`src/hdl/sbt_pkg.sv`:
```
package sbt_pkg;

    // Width of the byte offset counters; offsets and lengths leave in 16 bits.
    localparam int OFFSET_BITS = 16;
    localparam logic [OFFSET_BITS-1:0] OFFSET_MAX = {OFFSET_BITS{1'b1}};
    localparam logic [15:0] POS_MAX = 16'hFFFF;

    // Scanner modes
    localparam logic [1:0] MODE_IDLE   = 2'd0;
    localparam logic [1:0] MODE_IDENT  = 2'd1;
    localparam logic [1:0] MODE_STRING = 2'd2;

    // Token kinds
    localparam logic [2:0] KIND_LPAREN = 3'd0;
    localparam logic [2:0] KIND_RPAREN = 3'd1;
    localparam logic [2:0] KIND_STRING = 3'd2;
    localparam logic [2:0] KIND_IDENT  = 3'd3;
    localparam logic [2:0] KIND_EOF    = 3'd4;

    // Byte codes
    localparam logic [7:0] CH_NUL    = 8'h00;
    localparam logic [7:0] CH_TAB    = 8'h09;
    localparam logic [7:0] CH_LF     = 8'h0A;
    localparam logic [7:0] CH_VT     = 8'h0B;
    localparam logic [7:0] CH_FF     = 8'h0C;
    localparam logic [7:0] CH_SPACE  = 8'h20;
    localparam logic [7:0] CH_DQUOTE = 8'h22;
    localparam logic [7:0] CH_SQUOTE = 8'h27;
    localparam logic [7:0] CH_LPAREN = 8'h28;
    localparam logic [7:0] CH_RPAREN = 8'h29;
    localparam logic [7:0] CH_BSLASH = 8'h5C;

    // Result queue
    localparam int QUEUE_DEPTH = 4;
    localparam int QPTR_BITS   = 2;

    typedef struct packed {
        logic [2:0]  kind;
        logic [15:0] offset;
        logic [15:0] length;
        logic [15:0] line;
        logic [15:0] column;
        logic        last;
    } token_t;

    // Low 16 bits of an offset, zero-extended when the counter is narrower.
    function automatic logic [15:0] fit16(input logic [OFFSET_BITS-1:0] v);
        logic [OFFSET_BITS+15:0] t;
        t = {16'b0, v};
        return t[15:0];
    endfunction

    function automatic logic [OFFSET_BITS-1:0] offset_inc(
        input logic [OFFSET_BITS-1:0] v);
        return (v == OFFSET_MAX) ? v : v + 1'b1;
    endfunction

endpackage

```
`src/hdl/sexpr_byte_tokenizer.sv`:
```
// S-expression byte tokenizer.
// Slave channel (s_*): one source text byte per transaction in s_tdata; a zero
// byte marks end of input and restarts offset, line and column counting.
// Master channel (m_*): one token per transaction. m_tuser carries the token
// kind, m_tdata the offset, length, start line and start column, and m_tlast
// flags the final token caused by a given input byte.
// Each byte is decoded in the cycle it is accepted: scanner state updates at
// that edge and its 0, 1 or 2 tokens are written into a four-entry result
// queue, from whose registers the tokens are offered on m_* in order.
// One byte can be taken every cycle while s_tready is high; a byte that
// closes an identifier with a paren, or closes a token at end of input,
// yields two tokens, which leave on m_* one after the other. s_tready is high
// while the queue has room for two more tokens, which is set by the queue depth.
// When the receiver stalls, tokens wait in the queue and s_tready drops once
// fewer than two entries are free; nothing is lost or repeated.
// Reset empties the queue, returns the scanner to idle between tokens,
// clears the offsets and sets line and column to one.
module sexpr_byte_tokenizer
(
    input  logic        clk,
    input  logic        rst_n,
    input  logic        s_tvalid,
    output logic        s_tready,
    input  logic [7:0]  s_tdata,   // [7:0] text_byte
    output logic        m_tvalid,
    input  logic        m_tready,
    output logic [63:0] m_tdata,   // [15:0] token_offset, [31:16] token_length,
                                   // [47:32] start_line, [63:48] start_column
    output logic [2:0]  m_tuser,   // [2:0] token_kind
    output logic        m_tlast    // last_of_run
);

    // Scanner state
    logic [1:0]                      mode_reg, mode_next;
    logic                            single_reg, single_next;
    logic [sbt_pkg::OFFSET_BITS-1:0] offset_reg, offset_next;
    logic [sbt_pkg::OFFSET_BITS-1:0] open_offset_reg, open_offset_next;
    logic [15:0]                     line_reg, line_next;
    logic [15:0]                     column_reg, column_next;
    logic [15:0]                     open_line_reg, open_line_next;
    logic [15:0]                     open_column_reg, open_column_next;

    // Result queue
    sbt_pkg::token_t                 queue_reg [sbt_pkg::QUEUE_DEPTH];
    logic [sbt_pkg::QPTR_BITS-1:0]   wr_ptr_reg, rd_ptr_reg;
    logic [sbt_pkg::QPTR_BITS:0]     count_reg, count_next;

    logic            s_fire, m_fire;
    logic [7:0]      c;
    logic            is_space, term_ident, delim_hit, handle_idle;
    logic            close_v, idle_v, eof_hit;
    sbt_pkg::token_t close_tok, idle_tok, push0, push1;
    logic [1:0]      push_n;
    logic [sbt_pkg::OFFSET_BITS-1:0] open_len;

    assign s_fire   = s_tvalid && s_tready;
    assign m_fire   = m_tvalid && m_tready;
    assign s_tready = (count_reg <= (sbt_pkg::QPTR_BITS+1)'(sbt_pkg::QUEUE_DEPTH - 2));
    assign m_tvalid = (count_reg != '0);

    assign c        = s_tdata;
    assign is_space = (c == sbt_pkg::CH_SPACE) || (c == sbt_pkg::CH_LF) ||
                      (c == sbt_pkg::CH_TAB) || (c == sbt_pkg::CH_VT) ||
                      (c == sbt_pkg::CH_FF);
    assign term_ident = (c == sbt_pkg::CH_NUL) || is_space ||
                        (c == sbt_pkg::CH_LPAREN) || (c == sbt_pkg::CH_RPAREN);
    assign delim_hit  = single_reg ? (c == sbt_pkg::CH_SQUOTE) : (c == sbt_pkg::CH_DQUOTE);
    assign open_len   = offset_reg - open_offset_reg;

    // Byte decode and state update
    always_comb
    begin
        mode_next        = mode_reg;
        single_next      = single_reg;
        open_offset_next = open_offset_reg;
        open_line_next   = open_line_reg;
        open_column_next = open_column_reg;
        close_v          = 1'b0;
        idle_v           = 1'b0;
        eof_hit          = 1'b0;
        handle_idle      = 1'b1;

        close_tok.kind   = sbt_pkg::KIND_STRING;
        close_tok.offset = sbt_pkg::fit16(open_offset_reg);
        close_tok.length = sbt_pkg::fit16(open_len);
        close_tok.line   = open_line_reg;
        close_tok.column = open_column_reg;
        close_tok.last   = 1'b1;

        idle_tok.kind    = sbt_pkg::KIND_EOF;
        idle_tok.offset  = sbt_pkg::fit16(offset_reg);
        idle_tok.length  = 16'd0;
        idle_tok.line    = line_reg;
        idle_tok.column  = column_reg;
        idle_tok.last    = 1'b1;

        case (mode_reg)
            sbt_pkg::MODE_STRING:
            begin
                if (delim_hit || (c == sbt_pkg::CH_NUL))
                begin
                    close_v     = 1'b1;
                    mode_next   = sbt_pkg::MODE_IDLE;
                    handle_idle = (c == sbt_pkg::CH_NUL);
                end
                else
                begin
                    handle_idle = 1'b0;
                end
            end
            sbt_pkg::MODE_IDENT:
            begin
                close_tok.kind = sbt_pkg::KIND_IDENT;
                if (term_ident)
                begin
                    close_v   = 1'b1;
                    mode_next = sbt_pkg::MODE_IDLE;
                end
                else
                begin
                    handle_idle = 1'b0;
                end
            end
            default:
            begin
            end
        endcase

        if (handle_idle)
        begin
            case (c)
                sbt_pkg::CH_NUL:
                begin
                    idle_v  = 1'b1;
                    eof_hit = 1'b1;
                end
                sbt_pkg::CH_LPAREN:
                begin
                    idle_v          = 1'b1;
                    idle_tok.kind   = sbt_pkg::KIND_LPAREN;
                    idle_tok.length = 16'd1;
                end
                sbt_pkg::CH_RPAREN:
                begin
                    idle_v          = 1'b1;
                    idle_tok.kind   = sbt_pkg::KIND_RPAREN;
                    idle_tok.length = 16'd1;
                end
                sbt_pkg::CH_DQUOTE, sbt_pkg::CH_SQUOTE:
                begin
                    mode_next        = sbt_pkg::MODE_STRING;
                    single_next      = (c == sbt_pkg::CH_SQUOTE);
                    open_offset_next = sbt_pkg::offset_inc(offset_reg);
                    open_line_next   = line_reg;
                    open_column_next = column_reg;
                end
                default:
                begin
                    if (!is_space)
                    begin
                        mode_next        = sbt_pkg::MODE_IDENT;
                        // a leading backslash is not content
                        open_offset_next = (c == sbt_pkg::CH_BSLASH) ?
                                           sbt_pkg::offset_inc(offset_reg) : offset_reg;
                        open_line_next   = line_reg;
                        open_column_next = column_reg;
                    end
                end
            endcase
        end

        // only the final token of this byte carries last
        close_tok.last = !idle_v;

        // position counters; end of input restarts them
        if (eof_hit)
        begin
            offset_next = '0;
            line_next   = 16'd1;
            column_next = 16'd1;
        end
        else
        begin
            offset_next = sbt_pkg::offset_inc(offset_reg);
            if (c == sbt_pkg::CH_LF)
            begin
                line_next   = (line_reg != sbt_pkg::POS_MAX) ? line_reg + 16'd1 : line_reg;
                column_next = 16'd1;
            end
            else
            begin
                line_next   = line_reg;
                column_next = (column_reg != sbt_pkg::POS_MAX) ?
                              column_reg + 16'd1 : column_reg;
            end
        end

        push0  = close_v ? close_tok : idle_tok;
        push1  = idle_tok;
        push_n = {1'b0, close_v} + {1'b0, idle_v};
    end

    always_comb
    begin
        count_next = count_reg;
        if (s_fire)
        begin
            count_next = count_next + {1'b0, push_n};
        end
        if (m_fire)
        begin
            count_next = count_next - 1'b1;
        end
    end

    always_ff @(posedge clk or negedge rst_n)
    begin
        if (!rst_n)
        begin
            mode_reg        <= sbt_pkg::MODE_IDLE;
            single_reg      <= 1'b0;
            offset_reg      <= '0;
            open_offset_reg <= '0;
            line_reg        <= 16'd1;
            column_reg      <= 16'd1;
            open_line_reg   <= 16'd1;
            open_column_reg <= 16'd1;
            wr_ptr_reg      <= '0;
            rd_ptr_reg      <= '0;
            count_reg       <= '0;
        end
        else
        begin
            if (s_fire)
            begin
                mode_reg        <= mode_next;
                single_reg      <= single_next;
                offset_reg      <= offset_next;
                open_offset_reg <= open_offset_next;
                line_reg        <= line_next;
                column_reg      <= column_next;
                open_line_reg   <= open_line_next;
                open_column_reg <= open_column_next;
                wr_ptr_reg      <= wr_ptr_reg + push_n;
            end
            if (m_fire)
            begin
                rd_ptr_reg <= rd_ptr_reg + 1'b1;
            end
            count_reg <= count_next;
        end
    end

    // queue payload, no reset needed
    always_ff @(posedge clk)
    begin
        if (s_fire && (push_n != 2'd0))
        begin
            queue_reg[wr_ptr_reg] <= push0;
        end
        if (s_fire && (push_n == 2'd2))
        begin
            queue_reg[wr_ptr_reg + 1'b1] <= push1;
        end
    end

    assign m_tuser = queue_reg[rd_ptr_reg].kind;
    assign m_tdata = {queue_reg[rd_ptr_reg].column, queue_reg[rd_ptr_reg].line,
                      queue_reg[rd_ptr_reg].length, queue_reg[rd_ptr_reg].offset};
    assign m_tlast = queue_reg[rd_ptr_reg].last;

`ifndef SYNTHESIS
    a_queue_bound: assert property (@(posedge clk) disable iff (!rst_n)
        count_reg <= (sbt_pkg::QPTR_BITS+1)'(sbt_pkg::QUEUE_DEPTH))
        else $error("result queue overflow");

    a_eof_restart: assert property (@(posedge clk) disable iff (!rst_n)
        (s_fire && (s_tdata == sbt_pkg::CH_NUL)) |=>
        (offset_reg == '0) && (line_reg == 16'd1) && (column_reg == 16'd1) &&
        (mode_reg == sbt_pkg::MODE_IDLE))
        else $error("end of input did not restart the scanner");

    a_eof_last: assert property (@(posedge clk) disable iff (!rst_n)
        (m_tvalid && (m_tuser == sbt_pkg::KIND_EOF)) |-> m_tlast)
        else $error("end-of-input token not marked last");

    a_mode_valid: assert property (@(posedge clk) disable iff (!rst_n)
        (mode_reg == sbt_pkg::MODE_IDLE) || (mode_reg == sbt_pkg::MODE_IDENT) ||
        (mode_reg == sbt_pkg::MODE_STRING))
        else $error("scanner mode corrupt");
`endif

endmodule
```
`config.mk`:
```
export PLATFORM = sky130hd
export DESIGN_NAME = sexpr_byte_tokenizer
export DESIGN_NICKNAME = d
export VERILOG_FILES = /design/src/hdl/sbt_pkg.sv /design/src/hdl/sexpr_byte_tokenizer.sv
export SDC_FILE = /design/constraint.sdc
export NUM_CORES = 1
export LEC_CHECK = 0
export ABC_CLOCK_PERIOD_IN_PS = 5800
export BUFFER_PORTS_ARGS = -buffer_cell sky130_fd_sc_hd__buf_2
export CAP_MARGIN = 20
export CORE_UTILIZATION = 35
export CTS_CLUSTER_DIAMETER = 30
export DETAILED_ROUTE_END_ITERATION = 7
export GPL_TIMING_DRIVEN = 0
export PLACE_DENSITY_LB_ADDON = 0.3
export SYNTH_ARGS = -nofsm -noshare
export SYNTH_HDL_FRONTEND = slang
export SYNTH_SLANG_ARGS = --single-unit
```
`constraint.sdc`:
```
create_clock -name clk -period 5.8 [get_ports clk]
set_input_delay 1.74 -clock clk [delete_from_list [all_inputs] [get_ports clk]]
set_output_delay 1.74 -clock clk [all_outputs]
set_load 0.01 [all_outputs]
```
After elaboration in Yosys (flattened, before gate mapping)
Memory sizes are Yosys's and may differ from the RTL's.
Cells that the tools add are included.
- word-level logic and storage cells: 110
- memories: 1
- input bits: 12
- flip-flop bits (word level): 106
- output and inout port bits: 70
- bits in writable memories: 272
- add/sub/neg operators: 10
- equality and inequality tests: 17
- order comparisons: 1
- bitwise gates (word level): 1
- reductions and logical operators: 26
- mux-type cells: 43
- memory list (name ; depth ; width ; read ports ; clocked after Yosys merged registers in ; write ports ; RTL line ; text):
    queue_reg ; 4 ; 68 ; 1 ; 0 ; 2 ; sexpr_byte_tokenizer.sv:44 ; sbt_pkg::token_t queue_reg [sbt_pkg::QUEUE_DEPTH];
- operators with widths (kind ; number):
    16-bit 2-to-1 mux ; 12
    16-bit one-hot mux with 2 select lines ; 3
    68-bit 2-to-1 mux ; 1
    16-bit by 1-bit adder with 16-bit output (second input constant) ; 3
    8-bit by 6-bit == test with 1-bit output (second input constant) ; 5
    8-bit by 4-bit == test with 1-bit output (second input constant) ; 4
    16-bit != test (second input constant) ; 2
    16-bit == test (second input constant) ; 1
    16-bit subtractor ; 1
    1-bit 2-to-1 mux ; 15
    3-bit 2-to-1 mux ; 3
    8-bit by 7-bit == test with 1-bit output (second input constant) ; 1
    8-bit logical NOT ; 1
    1-bit logical OR ; 8
    2-bit 2-to-1 mux ; 4
    2-bit one-hot mux with 2 select lines ; 2
    3-bit one-hot mux with 2 select lines ; 1
    3-bit AND reduction ; 2
    2-bit nonzero test ; 3
    3-bit nonzero test ; 2
    2-bit by 1-bit adder with 2-bit output (second input constant) ; 2
    2-bit == test (second input constant) ; 2
    1-bit logical AND ; 4
    1-bit one-hot mux with 2 select lines ; 2
    other kinds (13) ; 14

Logic depth before layout (Yosys ltp)
- depth in word-level cells: 16
- gate-level depth with buffers: 15
- gate-level depth less buffers: 15

Worst setup path before layout
No wires, ideal clock.
- path type: input port to flip-flop
- start: in s_tdata[4]
- end: mem queue_reg[1][10] in the netlist's numbering (enable)
- setup time: 406 ps
- cell stages on the path: 10
- data required time: 5394 ps
- slack: 449 ps
- arrival: 4945 ps
- path buffers: 0
- path through: or3_1 -> or3_1 -> o21bai_1 -> a32oi_2 -> inv_2 -> ha_1 -> nand3_1 -> nor3_1 -> nor2_1 -> inv_1
- RTL lines (item ; RTL line ; text):
    start, declared ; sexpr_byte_tokenizer.sv:24 ; input logic [7:0] s_tdata,
    end, declared ; sexpr_byte_tokenizer.sv:44 ;

==> results.ini <==
[synth]
post_synth_arst_share_pct = 28.04
synthXorXnorAreaFrac_pct = 2.299
synth_warnings = 0
synthCells = 1445
yosys-mux-area-fraction_pct = 11.06
synth-edff-count = 204
postSynthAreaPerCell_sq_um = 12.66
ys_dominant_reg_cell = edfxtp_1
synth.cell_area_sq_um = 18290
post_synth_and_or_nand_nor_area_fraction_pct = 7.410
post_synth_fa_ha_maj_area_fraction_pct = 1.998
yosysSeqAreaShare_pct = 55.47
synth.ff_latch_count = 378
synth.lib_cells_used.distinct = 69
synth_compound_gate_area_share_pct = 17.71
synth_top_family_by_area = compound AO/OA/AOI/OAI gates
postSynthNetCount = 1485

[timing]
fin_setup_tns_ns = 0
final_count_of_hold_timing_violations = 0
final_setup_viols = 0
fmax_mhz = 178.4
timing.clock.skew_ns = 0.02399
worstMarginPinSlew_ns = 1.106
rsz0062_at_grt = no
final_period_minus_worst_setup_slack_ns = 5.607
final.period_utilization_pct = 96.67
fin_hold_ws_ns = 0.4519
worst_relative_slew_slack_pct = 26.23
setup_ws_ns = 0.1931
timing.final.max_slew_violations = 0

[clock_network]
clock_transition_at_path_regs_ns = 0.05
post_cts.repair.setup_buffers = 0
cts_hold_buffers = 0
cts.path.max_buffers = 3
ctsHtreeMaxLevel = 3
numCtsBuffers = 87
post_cts.resized_instances = 2
clkLatencyLatePin_ns = 0.61
clock_tree.root_cell = clkbuf_16
tritoncts = yes
cts.sinks = 378

[global_route]
grt.overflow.total = 0
antenna_found_initial = 2
grt_first_pass_wirelength_microns = 81520
grt_max_degree = 59
global_routing_usage_summed_across_all_routing_layers_pct = 20.35
number_of_global_route_vias_before_repair = 13454

[detailed_routing]
vias_per_cell = 5.661
m1WireLength_microns = 23770
drt-total-wl_microns = 53950
dr.pass1.iters = 5
initialDrtViolationCount = 1165
routed-via-count = 13416
route.detailed.drc = 0
antenna_left = 0
routed_wire_length_per_instance_microns = 22.76
wire_length_on_met3_microns = 3892
detailroute.wirelength.met2_microns = 25100
highest_signal_layer_in_the_routed_design = met5

[finish]
largest_register_ffs = 272
areaGrowthSynthToFinish_pct = 24.18
nNetsFinal = 1657
insertedDiodeCount = 0
drive_above_1_share_pct = 23.31

[placement]
dp.final_hpwl_microns = 35040
port-buffer-count = 80
post-place-ws_ns = -0.7064
gp_routability_congestion = 0.8870

[worst_setup_path]
regToRegSetupSlack_ns = 1.40
r2r_start = mode_reg[1]
timing.critical_path.to = queue_reg[0][22]
worstPathArrival_ns = 6.06
worstSetupStartpointType = input pin
worst-r2r-cell-count = 14
crit_path_max_fanout = 10
crit_required_ns = 6.26
critical_path.reg2reg.endpoint = queue_reg[0][22]
crit_path_start = s_tdata[2]
timing.critical_path.to_type = flop
timing_worst_setup_path_type = input pin to flop

[floorplan]
die-height_microns = 230.6
start_util_pct = 35.50
core-area_sq_um = 51510
die_w_microns = 230.6
floorplan.io_pins = 82
site_rows = 83
die_outline_area_sq_um = 53170

[job]
drv_cap = 0

[power]
static-leakage-power_uw = 0.008740
areal_power_density_over_the_cells_nw_per_um2 = 481.6
worst_ir_drop_vdd_uv = 247.5

[min_path]
holdCritStartpoint = queue_reg[2][47]
hold_path_class = flop to flop

[outcome]
status = finished, final reports clean

## cell usage after synthesis, types with 5 or more instances
master / instances / area, sq um
dfrtp_1: 102 / 2552
xor2_1: 29 / 254.0
xnor2_1: 19 / 166.4
nor4_1: 6 / 37.54
buf_6: 5 / 56.30
inv_1: 38 / 142.6
o31ai_1: 12 / 90.09
nor2_1: 70 / 262.8
nand2_1: 99 / 371.6
buf_2: 33 / 165.2
edfxtp_1: 204 / 6126
or2_2: 8 / 50.05
a32o_1: 5 / 50.05
clkbuf_1: 83 / 311.6
a22o_1: 237 / 2076
mux2i_1: 12 / 120.1
ha_1: 26 / 325.3
buf_1: 16 / 60.06
mux4_2: 68 / 1531
o21a_1: 6 / 45.04
nand3_1: 24 / 120.1
a21oi_1: 28 / 140.1
dfxtp_1: 68 / 1361
nand4_1: 11 / 68.82
mux2_2: 33 / 371.6
or3_1: 12 / 75.07
nor2b_1: 10 / 62.56
a21o_1: 5 / 37.54
nor3_1: 18 / 90.09
a31oi_1: 7 / 43.79
o21ai_0: 66 / 330.3
and3_1: 10 / 62.56
o211ai_1: 8 / 60.06
## metrics by stage
stage                     util [%]  cells  power [uW]  cell area, sq um
after floorplan                  -   1445        4787             18290
after global placement       37.93   2205        5801             19540
after detailed placement     38.05   2207        5846             19600
after CTS                    44.06   2369       10980             22690
after global routing         44.09   2370       11350             22710
final                        44.09   2370       10940             22710
## kinds of logic (layout without fill, tap and decap cells)
logic type,after synthesis,count (layout)
AO/OA/AOI/OAI,414,414
XOR/XNOR,48,48
AND/OR/NAND/NOR,288,288
flip-flops,378,378
multiplexers,113,113
adder cells (fa/ha/maj),28,28
buffers and inverters,176,421
## cell type report
type / instances / area (sq um)
plain buffers: 137 / 593.1
clock buffers: 105 / 2349
clock inverters: 57 / 739.5
fillers: 4763 / 28800
inverters: 39 / 156.4
multi-input cells: 891 / 7412
flip-flops and latches: 378 / 10140
well taps: 680 / 850.8
repair buffers: 83 / 464.2
## power by group
group,total (uW),internal (uW),switching [uW]
sequential,3090,2940,152
clock,5110,3510,1600
combinational,2730,1080,1660
## cell usage in the layout (no fill, tap or decap), drive strengths merged, types with 5 or more instances in the layout
cell type / synthesis / routed
a32o: 5 / 5
dfrtp: 102 / 102
dfxtp: 68 / 68
buf: 54 / 137
nor2: 70 / 70
nand2: 99 / 99
and2: 5 / 5
o31ai: 12 / 12
o211ai: 8 / 8
nor2b: 10 / 10
mux4: 68 / 68
a21o: 5 / 5
nor3: 18 / 18
mux2: 33 / 33
or2: 8 / 8
a22o: 237 / 237
a31oi: 7 / 7
mux2i: 12 / 12
nand3: 24 / 24
nand4: 11 / 11
ha: 26 / 26
clkinvlp: 0 / 12
inv: 39 / 46
o21ai: 68 / 68
edfxtp: 204 / 204
or3: 12 / 12
clkinv: 0 / 24
a21oi: 28 / 28
xor2: 29 / 29
and3: 10 / 10
nor4: 7 / 7
bufinv: 0 / 14
o21a: 6 / 6
xnor2: 19 / 19
clkbuf: 83 / 188
## routing by layer
metal,GRT usage (%),vias up
met1,27.73,6832
li1,-,5978
met5,0,-
met4,6.664,4
met2,31.83,503
met3,4.842,99
## worst min path at each step
stage	to	slack [ns]	depth (start not counted)
floorplan	queue_reg[3][66]	0.42	2
global placement	queue_reg[2][41]	0.43	2
detailed placement	queue_reg[2][47]	0.44	2
CTS	queue_reg[2][47]	0.45	2
global route	queue_reg[3][38]	0.47	2
finish	queue_reg[2][47]	0.45	2
## critical path, cell delays in order
cell and delay [ns]:
buf_2 0.17, nor4_2 0.66, nand4b_1 0.25, a31oi_1 0.44, nand2b_1 0.25, inv_1 0.07
ha_1 0.19, clkbuf_1 0.19, or4_1 0.49, clkbuf_1 0.22, nor2_1 0.54, clkbuf_1 0.58
a22o_1 0.26
Note: power is estimated with default switching activity, not from simulation.
